`config.mk`:
```
export PLATFORM = sky130hd
export DESIGN_NAME = tkht_ctrl
export DESIGN_NICKNAME = d
export VERILOG_FILES = /design/src/design/tkht_pkg.sv /design/src/design/tkht_ctrl.sv
export SDC_FILE = /design/constraint.sdc
export NUM_CORES = 1
export LEC_CHECK = 0
export BUFFER_PORTS_ARGS = -buffer_cell sky130_fd_sc_hd__buf_4
export CORE_MARGIN = 5
export CORE_UTILIZATION = 45
export CTS_CLUSTER_SIZE = 25
export DETAILED_ROUTE_END_ITERATION = 6
export PLACE_DENSITY = 0.71
export REMOVE_ABC_BUFFERS = 1
export SLEW_MARGIN = 5
export SYNTH_ARGS = -nofsm -noshare
export SYNTH_HDL_FRONTEND = slang
export SYNTH_SLANG_ARGS = --single-unit
export TNS_END_PERCENT = 50
```
`constraint.sdc`:
```
create_clock -name clk_i -period 5.25 [get_ports clk_i]
set_input_delay 1.05 -clock clk_i [delete_from_list [all_inputs] [get_ports clk_i]]
set_output_delay 1.05 -clock clk_i [all_outputs]
set_load 0.005 [all_outputs]
```
`src/design/tkht_pkg.sv`:
```
package tkht_pkg;

  // Multiplicative hash constants: 0.618... and 0.279... as 0.32 fractions.
  localparam logic [31:0] HASH_C1 = 32'd2654435769;
  localparam logic [31:0] HASH_C2 = 32'd1200244469;

  localparam int unsigned CFG_W = 9;
  localparam logic [CFG_W-1:0] CFG_RESET = 9'd256;
  localparam int unsigned ADDR_W = 3;

  typedef enum logic [1:0] {
    OP_INSERT = 2'd0,
    OP_LOOKUP = 2'd1,
    OP_REMOVE = 2'd2
  } op_e;

  typedef enum logic [2:0] {
    ST_INSERTED = 3'd0,
    ST_PRESENT  = 3'd1,
    ST_NO_ROOM  = 3'd2,
    ST_HIT      = 3'd3,
    ST_MISS     = 3'd4
  } status_e;

  typedef struct packed {
    logic    clr_step;
    logic    load;
    logic    mul;
    logic    sum;
    logic    idx;
    logic    rd_head;
    logic    rd_ent_head;
    logic    rd_ent_next;
    logic    adv_prev;
    logic    pop;
    logic    take_pop;
    logic    take_mark;
    logic    wr_ent;
    logic    link_new;
    logic    unlink;
    logic    grab;
    logic    st_we;
    status_e st_val;
    logic    fin;
  } cmd_t;

  typedef struct packed {
    logic       clr_last;
    logic       head_valid;
    logic       link_valid;
    logic       key_match;
    logic       free_nonempty;
    logic       mark_avail;
    logic [1:0] op;
  } stat_t;

endpackage

```
`src/design/tkht_ctrl.sv`:
```
module tkht_ctrl import tkht_pkg::*; (
  input  logic  clk_i,
  input  logic  rst_ni,
  input  logic  start_i,
  input  stat_t stat_i,
  output cmd_t  cmd_o,
  output logic  busy_o
);

  typedef enum logic [12:0] {
    S_CLEAR   = 13'b0000000000001,
    S_IDLE    = 13'b0000000000010,
    S_MUL     = 13'b0000000000100,
    S_SUM     = 13'b0000000001000,
    S_IDX     = 13'b0000000010000,
    S_HEAD    = 13'b0000000100000,
    S_CHKHEAD = 13'b0000001000000,
    S_CMP     = 13'b0000010000000,
    S_POPWAIT = 13'b0000100000000,
    S_WRENT   = 13'b0001000000000,
    S_LINK    = 13'b0010000000000,
    S_DONE    = 13'b0100000000000,
    S_SPARE   = 13'b1000000000000
  } state_e;

  state_e state_q, state_d;
  logic   walk_miss, walk_hit;

  always_comb begin
    state_d   = state_q;
    cmd_o     = '0;
    cmd_o.st_val = ST_MISS;
    walk_miss = 1'b0;
    walk_hit  = 1'b0;
    case (state_q)
      S_CLEAR: begin
        cmd_o.clr_step = 1'b1;
        if (stat_i.clr_last) state_d = S_IDLE;
      end
      S_IDLE: begin
        if (start_i) begin
          cmd_o.load = 1'b1;
          state_d    = S_MUL;
        end
      end
      S_MUL: begin
        cmd_o.mul = 1'b1;
        state_d   = S_SUM;
      end
      S_SUM: begin
        cmd_o.sum = 1'b1;
        state_d   = S_IDX;
      end
      S_IDX: begin
        cmd_o.idx = 1'b1;
        state_d   = S_HEAD;
      end
      S_HEAD: begin
        cmd_o.rd_head = 1'b1;
        state_d       = S_CHKHEAD;
      end
      S_CHKHEAD: begin
        if (stat_i.head_valid) begin
          cmd_o.rd_ent_head = 1'b1;
          state_d           = S_CMP;
        end else begin
          walk_miss = 1'b1;
        end
      end
      S_CMP: begin
        if (stat_i.key_match) begin
          walk_hit = 1'b1;
        end else if (stat_i.link_valid) begin
          cmd_o.rd_ent_next = 1'b1;
        end else begin
          cmd_o.adv_prev = 1'b1;
          walk_miss      = 1'b1;
        end
      end
      S_POPWAIT: begin
        cmd_o.take_pop = 1'b1;
        state_d        = S_WRENT;
      end
      S_WRENT: begin
        cmd_o.wr_ent = 1'b1;
        state_d      = S_LINK;
      end
      S_LINK: begin
        cmd_o.link_new = 1'b1;
        cmd_o.st_we    = 1'b1;
        cmd_o.st_val   = ST_INSERTED;
        state_d        = S_DONE;
      end
      S_DONE: begin
        cmd_o.fin = 1'b1;
        state_d   = S_IDLE;
      end
      default: state_d = S_IDLE;
    endcase

    // The end of the chain was reached without a match.
    if (walk_miss) begin
      if (stat_i.op == OP_INSERT) begin
        if (stat_i.free_nonempty) begin
          cmd_o.pop = 1'b1;
          state_d   = S_POPWAIT;
        end else if (stat_i.mark_avail) begin
          cmd_o.take_mark = 1'b1;
          state_d         = S_WRENT;
        end else begin
          cmd_o.st_we  = 1'b1;
          cmd_o.st_val = ST_NO_ROOM;
          state_d      = S_DONE;
        end
      end else begin
        cmd_o.st_we  = 1'b1;
        cmd_o.st_val = ST_MISS;
        state_d      = S_DONE;
      end
    end

    // Both keys matched the entry under inspection.
    if (walk_hit) begin
      cmd_o.st_we = 1'b1;
      state_d     = S_DONE;
      case (stat_i.op)
        OP_INSERT: cmd_o.st_val = ST_PRESENT;
        OP_LOOKUP: begin
          cmd_o.st_val = ST_HIT;
          cmd_o.grab   = 1'b1;
        end
        OP_REMOVE: begin
          cmd_o.st_val = ST_HIT;
          cmd_o.grab   = 1'b1;
          cmd_o.unlink = 1'b1;
        end
        default: cmd_o.st_val = ST_MISS;
      endcase
    end
  end

  always_ff @(posedge clk_i or negedge rst_ni) begin
    if (!rst_ni) begin
      state_q <= S_CLEAR;
    end else begin
      state_q <= state_d;
    end
  end

  assign busy_o = (state_q != S_IDLE);

endmodule

```
Word level (Yosys, flattened, before mapping)

Cells that the tools add are included.
Widths: inputs -> output; s select.

Eq/ne operators: 19
Reduce and logical (&&, ||, !) cells: 3
Muxes and demuxes: 47

Operator list:

| kind                 | count |
|---|---|
| $pmux 13 s11         | 1 |
| $mux 13              | 6 |
| $mux 1               | 28 |
| $mux 12              | 2 |
| $mux 4               | 5 |
| $eq 13x1->1 const B  | 1 |
| $eq 13x10->1 const B | 1 |
| $eq 13x11->1 const B | 1 |
| $eq 13x12->1 const B | 1 |
| $eq 13x2->1 const B  | 1 |
| $eq 13x3->1 const B  | 1 |
| $eq 13x4->1 const B  | 1 |
| $eq 13x5->1 const B  | 1 |
| $eq 13x6->1 const B  | 1 |
| $eq 13x7->1 const B  | 1 |
| $eq 13x8->1 const B  | 1 |
| $eq 13x9->1 const B  | 1 |
| $ne 13x2->1 const B  | 1 |
| $ne 4x4->1 const B   | 3 |
| $mux 6               | 1 |
| $pmux 3 s2           | 1 |
| $mux 2               | 2 |
| $reduce_and 4->1     | 1 |
| $ne 3x3->1 const B   | 1 |
| other kinds (5)      | 5 |

Word-level logic and storage cells: 70
Flip-flop bits (word level): 13
Output and inout bits: 22
Bits of input ports: 11

Logic depth before layout (Yosys ltp)

Gate-level depths: netlist (run 1).

Depth after elaboration: 7
Depth in mapped cells: 5

Worst setup path after synthesis (run 1)

OpenSTA, ideal clock, no wires.

Path kind: in2out
Start: input stat_i[5] (netlist name)
End: output cmd_o[2] (netlist name)
Cell stages on the path: 4
Path slack: 1829 ps
Data required time: 4200 ps
Arrival time: 2371 ps
Buffers on the path: 0
Cells stage by stage: or4b_4 -> a2111oi_4 -> nand2_2 -> o41ai_2

RTL lines:

| what            | line           | text |
|---|---|---|
| start, declared | tkht_ctrl.sv:5 | `input stat_t stat_i,` |
| end, declared   | tkht_ctrl.sv:6 | `output cmd_t cmd_o,` |

==> results of run 1 <==
## cell type report
type / count / share of cell area (%)
multi-input combinational: 88 / 50.0
sequential: 12 / 23.9
timing repair buffer: 32 / 19.0
clock buffer: 4 / 2.87
tap: 28 / 2.77
inverter: 5 / 1.49
## cell families after synthesis
| logic type | share of synthesized area, % |
|---|---|
| AO/OA/AOI/OAI | 14.6 |
| adder cells (fa/ha/maj) | 3.80 |
| flip-flops | 30.5 |
| XOR/XNOR | 2.66 |
| AND/OR/NAND/NOR | 42.9 |
| buffers and inverters | 5.57 |
## power by group through the flow
stage	sequential, uW	clock (uW)	combinational [uW]
after detailed placement	126	0	162
after floorplan	121	0	112
final	125	73.9	162
after global placement	125	0	158
after CTS	124	76.5	163
after global routing	128	80.7	179
## stage by stage
step	std cells	area (um2)	setup slack, ps	hold WS [ps]
after detailed placement	165	1230	1490	548
after global placement	165	1230	1530	543
final	169	1260	1480	556
after CTS	169	1260	1480	560
after global routing	169	1260	1370	598
after floorplan	105	952	1830	508
## metal layers
metal	vias to the layer above	track usage, %
li1	478	-
met1	462	18.6
met2	35	25.2
met3	0	4.83
met4	0	2.32
met5	-	0
## final timing paths
path	slack [ps]	end	from	cells past startpoint
worst min register to register	560	state_q[0]	state_q[0]	2
min in group asynchronous	600	state_q[6]	rst_ni	1
max in group asynchronous	4410	state_q[0]	rst_ni	1
worst max register to register	3270	state_q[1]	state_q[8]	4
worst min-delay path	560	state_q[0]	state_q[0]	2
worst max-delay path	1480	cmd_o[2]	stat_i[5]	6
## placed cells by master, fill, tap and decap left out, types with 2 or more instances in the layout
cell      count
a211o_1       2
a21oi_1       2
and3_1        2
buf_4        32
clkbuf_4      3
dfrtp_1      11
ha_1          3
inv_1         5
nand2_1       4
nand2b_1      6
nand3_1       2
nor2_1       12
nor3_1        7
nor3b_1       5
nor4_1       10
o21ai_0       4
or3b_2        2
or4_4         5
xor2_1        2
## worst max-delay path, cell delays in order
cell	delay [ps]
buf_4	120
or4b_4	520
a2111oi_4	500
nand2_2	150
o41ai_2	220
buf_4	160
==> results.cfg, run 1 <==
[flow_run]
max-cap-violations = 0

[timing]
setup_viol = 0
worst_slew_pin_slew_ps = 666
tns_ps = 0
hold_violations = 0
clock_skew_ps = 4.81
finalCriticalPeriod_ps = 3770
rsz0062_at_grt = no
slew_violations = 0
fmaxAchievable_mhz = 265
finalCritPeriodShare_pct = 71.8
slew_headroom_pct = 55.2

[pwr]
ir_worst_vdd_mv = 0.187
p_per_area_mw_per_mm2 = 285
p_comb_share_pct = 44.9
p_int_uw = 224
switching_share_pct = 37.9
leakagePower_uw = 0.000622
power_frac_seq_pct = 34.6
p_total_uw = 360
pwr-share-clk_pct = 20.5
p_sw_uw = 137

[place]
io_buffers = 32
globalplace.congestion = 0.821
detailed_place_hpwl_mm = 1.84

[finish]
diodes = 0
top_regs = state_q: 12 flops
area_growth_pct = 27.8
nFillCells = 210
fin_util_pct = 58.8
multiInputGateArea_um2 = 632
final_nets = 156
top_register = state_q
regArea_um2 = 302
largest_reg_flops = 12
drive_above_1_share_pct = 36.2

[critical_path]
critical_path_class = in -> out
critPathArrivalTime_ps = 2720
cp-end-kind = output port
crit_fanout = 7
worst_ep_required_time_ps = 4200
startpoint_type = primary input

[synthesis]
synth_area_leaders = dfrtp_1, nor4_1, or4_4
yosysTopAreaCell = dfrtp_1
synth.cell_area_um2 = 988
async_flop_share_pct = 100
synth-main-ff-cell = dfrtp_1
ys_warn_count = 0
ys_seq_area_share_pct = 30.5
yosysMostFrequentCell = nor2_1
synth_edf_count = 0
avgSynthCellArea_um2 = 8.99
synth_cell_type_count = 41
synth_top_area_share_pct = 27.8
synth_cells = 110
yosys-top-cells-count = nor2_1, dfrtp_1, nor4_1
ys_ff_latch = 12

[route]
wl_met2_mm = 1.16
vias = 975
met3_wirelength_um = 132
wire_per_inst_um = 14.0
drtPass1Iterations = 4
m1WireLength_mm = 1.07
drt-initial-drc-count = 9
wl_mm = 2.36
drcViolationCount = 0
vias_per_cell = 5.77
ant_nets = 0
top_layer = met3

[clock_tree]
cts_buffers = 3
clock_latency_ps = 270
hold_buffers = 0
root_buffer = clkbuf_4
cts.sinks = 12
cts_tree = yes
post-cts-setup-buffers = 0
cts.path.max_buffers = 2
clk_pin_slew_ps = 70
cts_htree_levels = 1
cts_resized = 0

[floorplanning]
die_x_um = 56.9
rows = 17
die-area_mm2 = 0.00323
io_pins = 33
start_util_pct = 46.0
core_area_mm2 = 0.00215
die_h_um = 56.9

[global_routing]
grt_overflow_total = 0
grt_max_degree = 13
antenna_found_initial = 0
grt_pass1_vias = 929
grt_use_total_pct = 14.9
grt_pass1_wl_mm = 3.97

[min_path]
hold_class = reg -> reg

[outcome]
outcome = finished, final reports clean
Note: power is estimated with default switching activity, not from simulation.
==> run 2: changes to the inputs <==
- PLACE_DENSITY: 0.71 -> 0.73
- clock period: 5.25 -> 3 ns (I/O delays scaled with it)
==> run 2 against run 1 <==
  * Critical path depth stayed put
  * Core utilization rose by 0.64 points
  * Sequential power is 74% higher
  * Final area rose by 1.1%
  * Clock-buffer cell count is the same
  * First-iteration DRC count increased by 22%
  * Critical endpoint is now cmd_o[3]
  * Combinational power rose by 72%
  * Cell count rose by 1.8%
  * Die area did not move
  * Setup slack got worse by 1400 ps
  * Flip-flop and latch count stayed put
==> results.cfg, run 2 (synthesis results as in run 1) <==
[timing]
slew_headroom_pct = 66.5
finalCriticalPeriod_ps = 2880
setup_viol = 0
finalCritPeriodShare_pct = 96.0
worst_slew_pin_slew_ps = 499
fmaxAchievable_mhz = 347
finalWorstSetupSlack_ps = 120
clock_skew_ps = 1.21
holdWs_ps = 148
hold_violations = 0
slew_violations = 0

[finish]
multiInputGateArea_um2 = 632
top_register = state_q
final_area_mm2 = 0.00128
fin_util_pct = 59.5
largest_reg_flops = 12
area_growth_pct = 29.2
regArea_um2 = 303
diodes = 0
layout_common_cells = buf_4, nor2_1, nor4_1, dfrtp_1, nor3_1
final_nets = 159
nFillCells = 194
top_regs = state_q: 12 flops
drive_above_1_share_pct = 37.5
final_common_cell = buf_4

[place]
dp_slack_ps = 188
detailed_place_hpwl_mm = 1.78
dpl-instance-area_mm2 = 0.00124
globalplace.congestion = 0.850
io_buffers = 32

[pwr]
ir_worst_vdd_mv = 0.320
p_total_uw = 605
leakagePower_uw = 0.000631
p_per_area_mw_per_mm2 = 473

[flow_run]
max-cap-violations = 0

[route]
drtPass1Iterations = 4
vias_per_cell = 5.59
wire_per_inst_um = 13.5
ant_nets = 0
wl_mm = 2.32
drt-initial-drc-count = 11
vias = 961
drcViolationCount = 0

[floorplanning]
die_h_um = 56.9
die-area_mm2 = 0.00323
core_area_mm2 = 0.00215
rows = 17
start_util_pct = 46.0
die_x_um = 56.9
io_pins = 33

[outcome]
outcome = finished, final reports clean

[clock_tree]
cts_buffers = 3
cts.sinks = 12
cts.path.max_buffers = 2
clk_pin_slew_ps = 80
cts_tree = yes
root_buffer = clkbuf_4
hold_buffers = 0
clock_latency_ps = 270
cts_htree_levels = 1

[global_routing]
antenna_found_initial = 0
grt_pass1_vias = 936
grt_pass1_wl_mm = 3.99
grt_max_degree = 13
grt_use_total_pct = 15.1
grt_overflow_total = 0

[critical_path]
critical_path_class = reg -> out
cp-end-kind = output port
critPathArrivalTime_ps = 2280
reg2reg_slack_ps = 1010
worst_ep_required_time_ps = 2400
startpoint_type = flop
crit_fanout = 10

[min_path]
hold_class = in -> async
-- run 2: cell count changes in the layout (fill, tap and decap cells not counted) --
| cell | previous run | this run |
|---|---|---|
| clkbuf_1 | 0 | 1 |
| dfrtp_1 | 11 | 10 |
| buf_4 | 32 | 35 |
| dfrtp_2 | 0 | 1 |
| clkbuf_8 | 1 | 0 |
-- run 2: layer usage --
| metal | global-route usage (%) | up-vias | share of wire, % |
|---|---|---|---|
| met4 | 2.98 | 0 | 0 |
| met1 | 17.0 | 449 | 45 |
| met2 | 27.1 | 29 | 49 |
| met3 | 5.52 | 0 | 6.6 |
| li1 | - | 483 | - |
| met5 | 0 | - | 0 |
-- run 2: cell type report --
| type | instances | share of cell area [%] |
|---|---|---|
| Multi-Input combinational cell | 88 | 49.5 |
| Sequential cell | 12 | 23.7 |
| Tap cell | 28 | 2.74 |
| Clock buffer | 4 | 2.06 |
| Inverter | 5 | 1.47 |
| Timing Repair Buffer | 35 | 20.6 |
-- run 2: worst paths after layout --
path,start,end,depth (start not counted)
setup / recovery,state_q[6],cmd_o[3],6
hold / removal,rst_ni,state_q[4],1
setup reg to reg,state_q[4],state_q[9],4
hold reg to reg,state_q[0],state_q[0],2
max in group asynchronous,rst_ni,state_q[0],1
min in group clk_i,stat_i[7],state_q[0],2
-- run 2: report_power, final --
| part | leakage [uW] | total (uW) | internal, uW | switching [uW] |
|---|---|---|---|---|
| Sequential | 0.000158 | 218 | 181 | 37.8 |
| Combinational | 0.000458 | 278 | 137 | 141 |
| Clock | 0.0000150 | 108 | 51.6 | 56.8 |
| Total | 0.000631 | 605 | 369 | 236 |
-- run 2: what timing repair did --
item / in CTS / in global routing
endpoints found under the setup margin: 0 / 2
resized for setup: 0 / 1
buffers inserted: 0 / 1
-- run 2: worst max-delay path, cell delays in order, from the launching register on --
cell       delay (ps)
dfrtp_2           470
or4b_4            570
a2111oi_4         440
buf_4             190
nand2b_1           50
a21oi_1           160
buf_4             130
-- run 2: stage by stage --
stage               setup TNS [ps]  cells
global route                 -6.50    172
finish                           0    172
floorplan                        0    105
global placement                 0    167
CTS                              0    171
detailed placement               0    167
==> run 3: changes to the inputs <==
- BUFFER_PORTS_ARGS: -buffer_cell sky130_fd_sc_hd__buf_4 -> -buffer_cell sky130_fd_sc_hd__buf_2
==> run 3 against run 2 <==
  * Flip-flop and latch count stayed put
  * Largest cell class unchanged
  * Register-to-register slack got worse by 20 ps
  * Clock power shrank 5%
==> results.cfg, run 3 (synthesis results as in run 1) <==
[outcome]
outcome = finished, final reports clean

[timing]
holdWs_ps = 200
hold_violations = 0
fmaxAchievable_mhz = 349
setup_viol = 0
slew_headroom_pct = 65.6
slew_violations = 0
rsz0062_at_grt = no
finalCritPeriodShare_pct = 95.6
worst_slew_pin_slew_ps = 512
clock_skew_ps = 3.06
tns_ps = 0
finalCriticalPeriod_ps = 2870

[finish]
area_growth_pct = 20.3
drive_above_1_share_pct = 36.4
layout_common_cells = buf_2, nor2_1, dfrtp_1
diodes = 0
final_nets = 158
top_register = state_q
fin_util_pct = 55.3
largest_reg_flops = 12
top_regs = state_q: 12 flops
final_common_cell = buf_2

[critical_path]
rr_startpoint = state_q[9]
critPathArrivalTime_ps = 2270
reg2reg_slack_ps = 990
r2r_end = state_q[1]
crit_fanout = 10
cp-end-kind = output port
critical_path_class = reg -> out
worst_ep_required_time_ps = 2400
startpoint_type = flop
reg2regPathDepth = 4

[floorplanning]
core_area_mm2 = 0.00215
start_util_pct = 46.0
io_pins = 33
die-area_mm2 = 0.00323
die_h_um = 56.9
rows = 17
die_x_um = 56.9

[route]
m1WireLength_mm = 1.05
top_layer = met3
wire_per_inst_um = 13.3
drcViolationCount = 0
met3_wirelength_um = 143
wl_met2_mm = 1.07
wl_mm = 2.27
vias = 964
vias_per_cell = 5.64
drt-initial-drc-count = 29
ant_nets = 0
drtPass1Iterations = 4

[clock_tree]
cts_buffers = 3
post-cts-setup-buffers = 0
cts.sinks = 12
clk_pin_slew_ps = 70
cts_htree_levels = 1
cts_resized = 0
hold_buffers = 0
root_buffer = clkbuf_4
clock_latency_ps = 270
cts_tree = yes
cts.path.max_buffers = 2

[global_routing]
grt_pass1_wl_mm = 3.83
grt_max_degree = 13
grt_overflow_total = 0
antenna_found_initial = 0
grt_pass1_vias = 921
grt_use_total_pct = 14.2

[place]
io_buffers = 32
globalplace.congestion = 0.758
detailed_place_hpwl_mm = 1.78

[pwr]
p_total_uw = 584
ir_worst_vdd_mv = 0.392
p_per_area_mw_per_mm2 = 492
leakagePower_uw = 0.000618

[flow_run]
max-cap-violations = 0

[min_path]
hold_class = in -> async
[run 3: worst max-delay path by stage]
stage	from	end	slack [ps]	cells past startpoint
final	state_q[6]	cmd_o[2]	130	5
after detailed placement	stat_i[5]	cmd_o[2]	240	6
after global routing	state_q[9]	cmd_o[2]	10	5
after floorplan	stat_i[5]	cmd_o[2]	480	4
after CTS	state_q[9]	cmd_o[2]	110	5
after global placement	stat_i[5]	cmd_o[2]	270	6
[run 3: report_power, final]
group / switching, uW / internal (uW) / total (uW)
registers: 36.0 / 181 / 217
clock network: 51.7 / 51.5 / 103
logic: 143 / 122 / 264
[run 3: worst max-delay path, stage by stage, from the launching register on]
cell	delay, ps
dfrtp_1	490
or4b_4	590
a2111oi_4	430
nand2_2	140
o41ai_2	190
buf_2	150
[run 3: area by class of cell]
class                           count  area (um2)
Inverter                            5        18.8
Tap cell                           28        35.0
Fill cell                         208         960
Multi-Input combinational cell     88         632
Timing Repair Buffer               34         175
Sequential cell                    12         302
Clock buffer                        4        26.3
[run 3: layer usage]
| metal | GRT usage, % | vias up |
|---|---|---|
| li1 | - | 481 |
| met1 | 18.0 | 458 |
| met2 | 24.6 | 25 |
| met3 | 4.60 | 0 |
| met4 | 0.993 | 0 |
| met5 | 0 | - |
[run 3: metrics by stage]
| step | setup slack, ps | instance area [um2] | cells |
|---|---|---|---|
| after floorplan | 479 | 952 | 105 |
| after global placement | 267 | 1160 | 167 |
| after detailed placement | 239 | 1160 | 167 |
| after CTS | 107 | 1190 | 171 |
| after global routing | 11.1 | 1190 | 171 |
| final | 133 | 1190 | 171 |
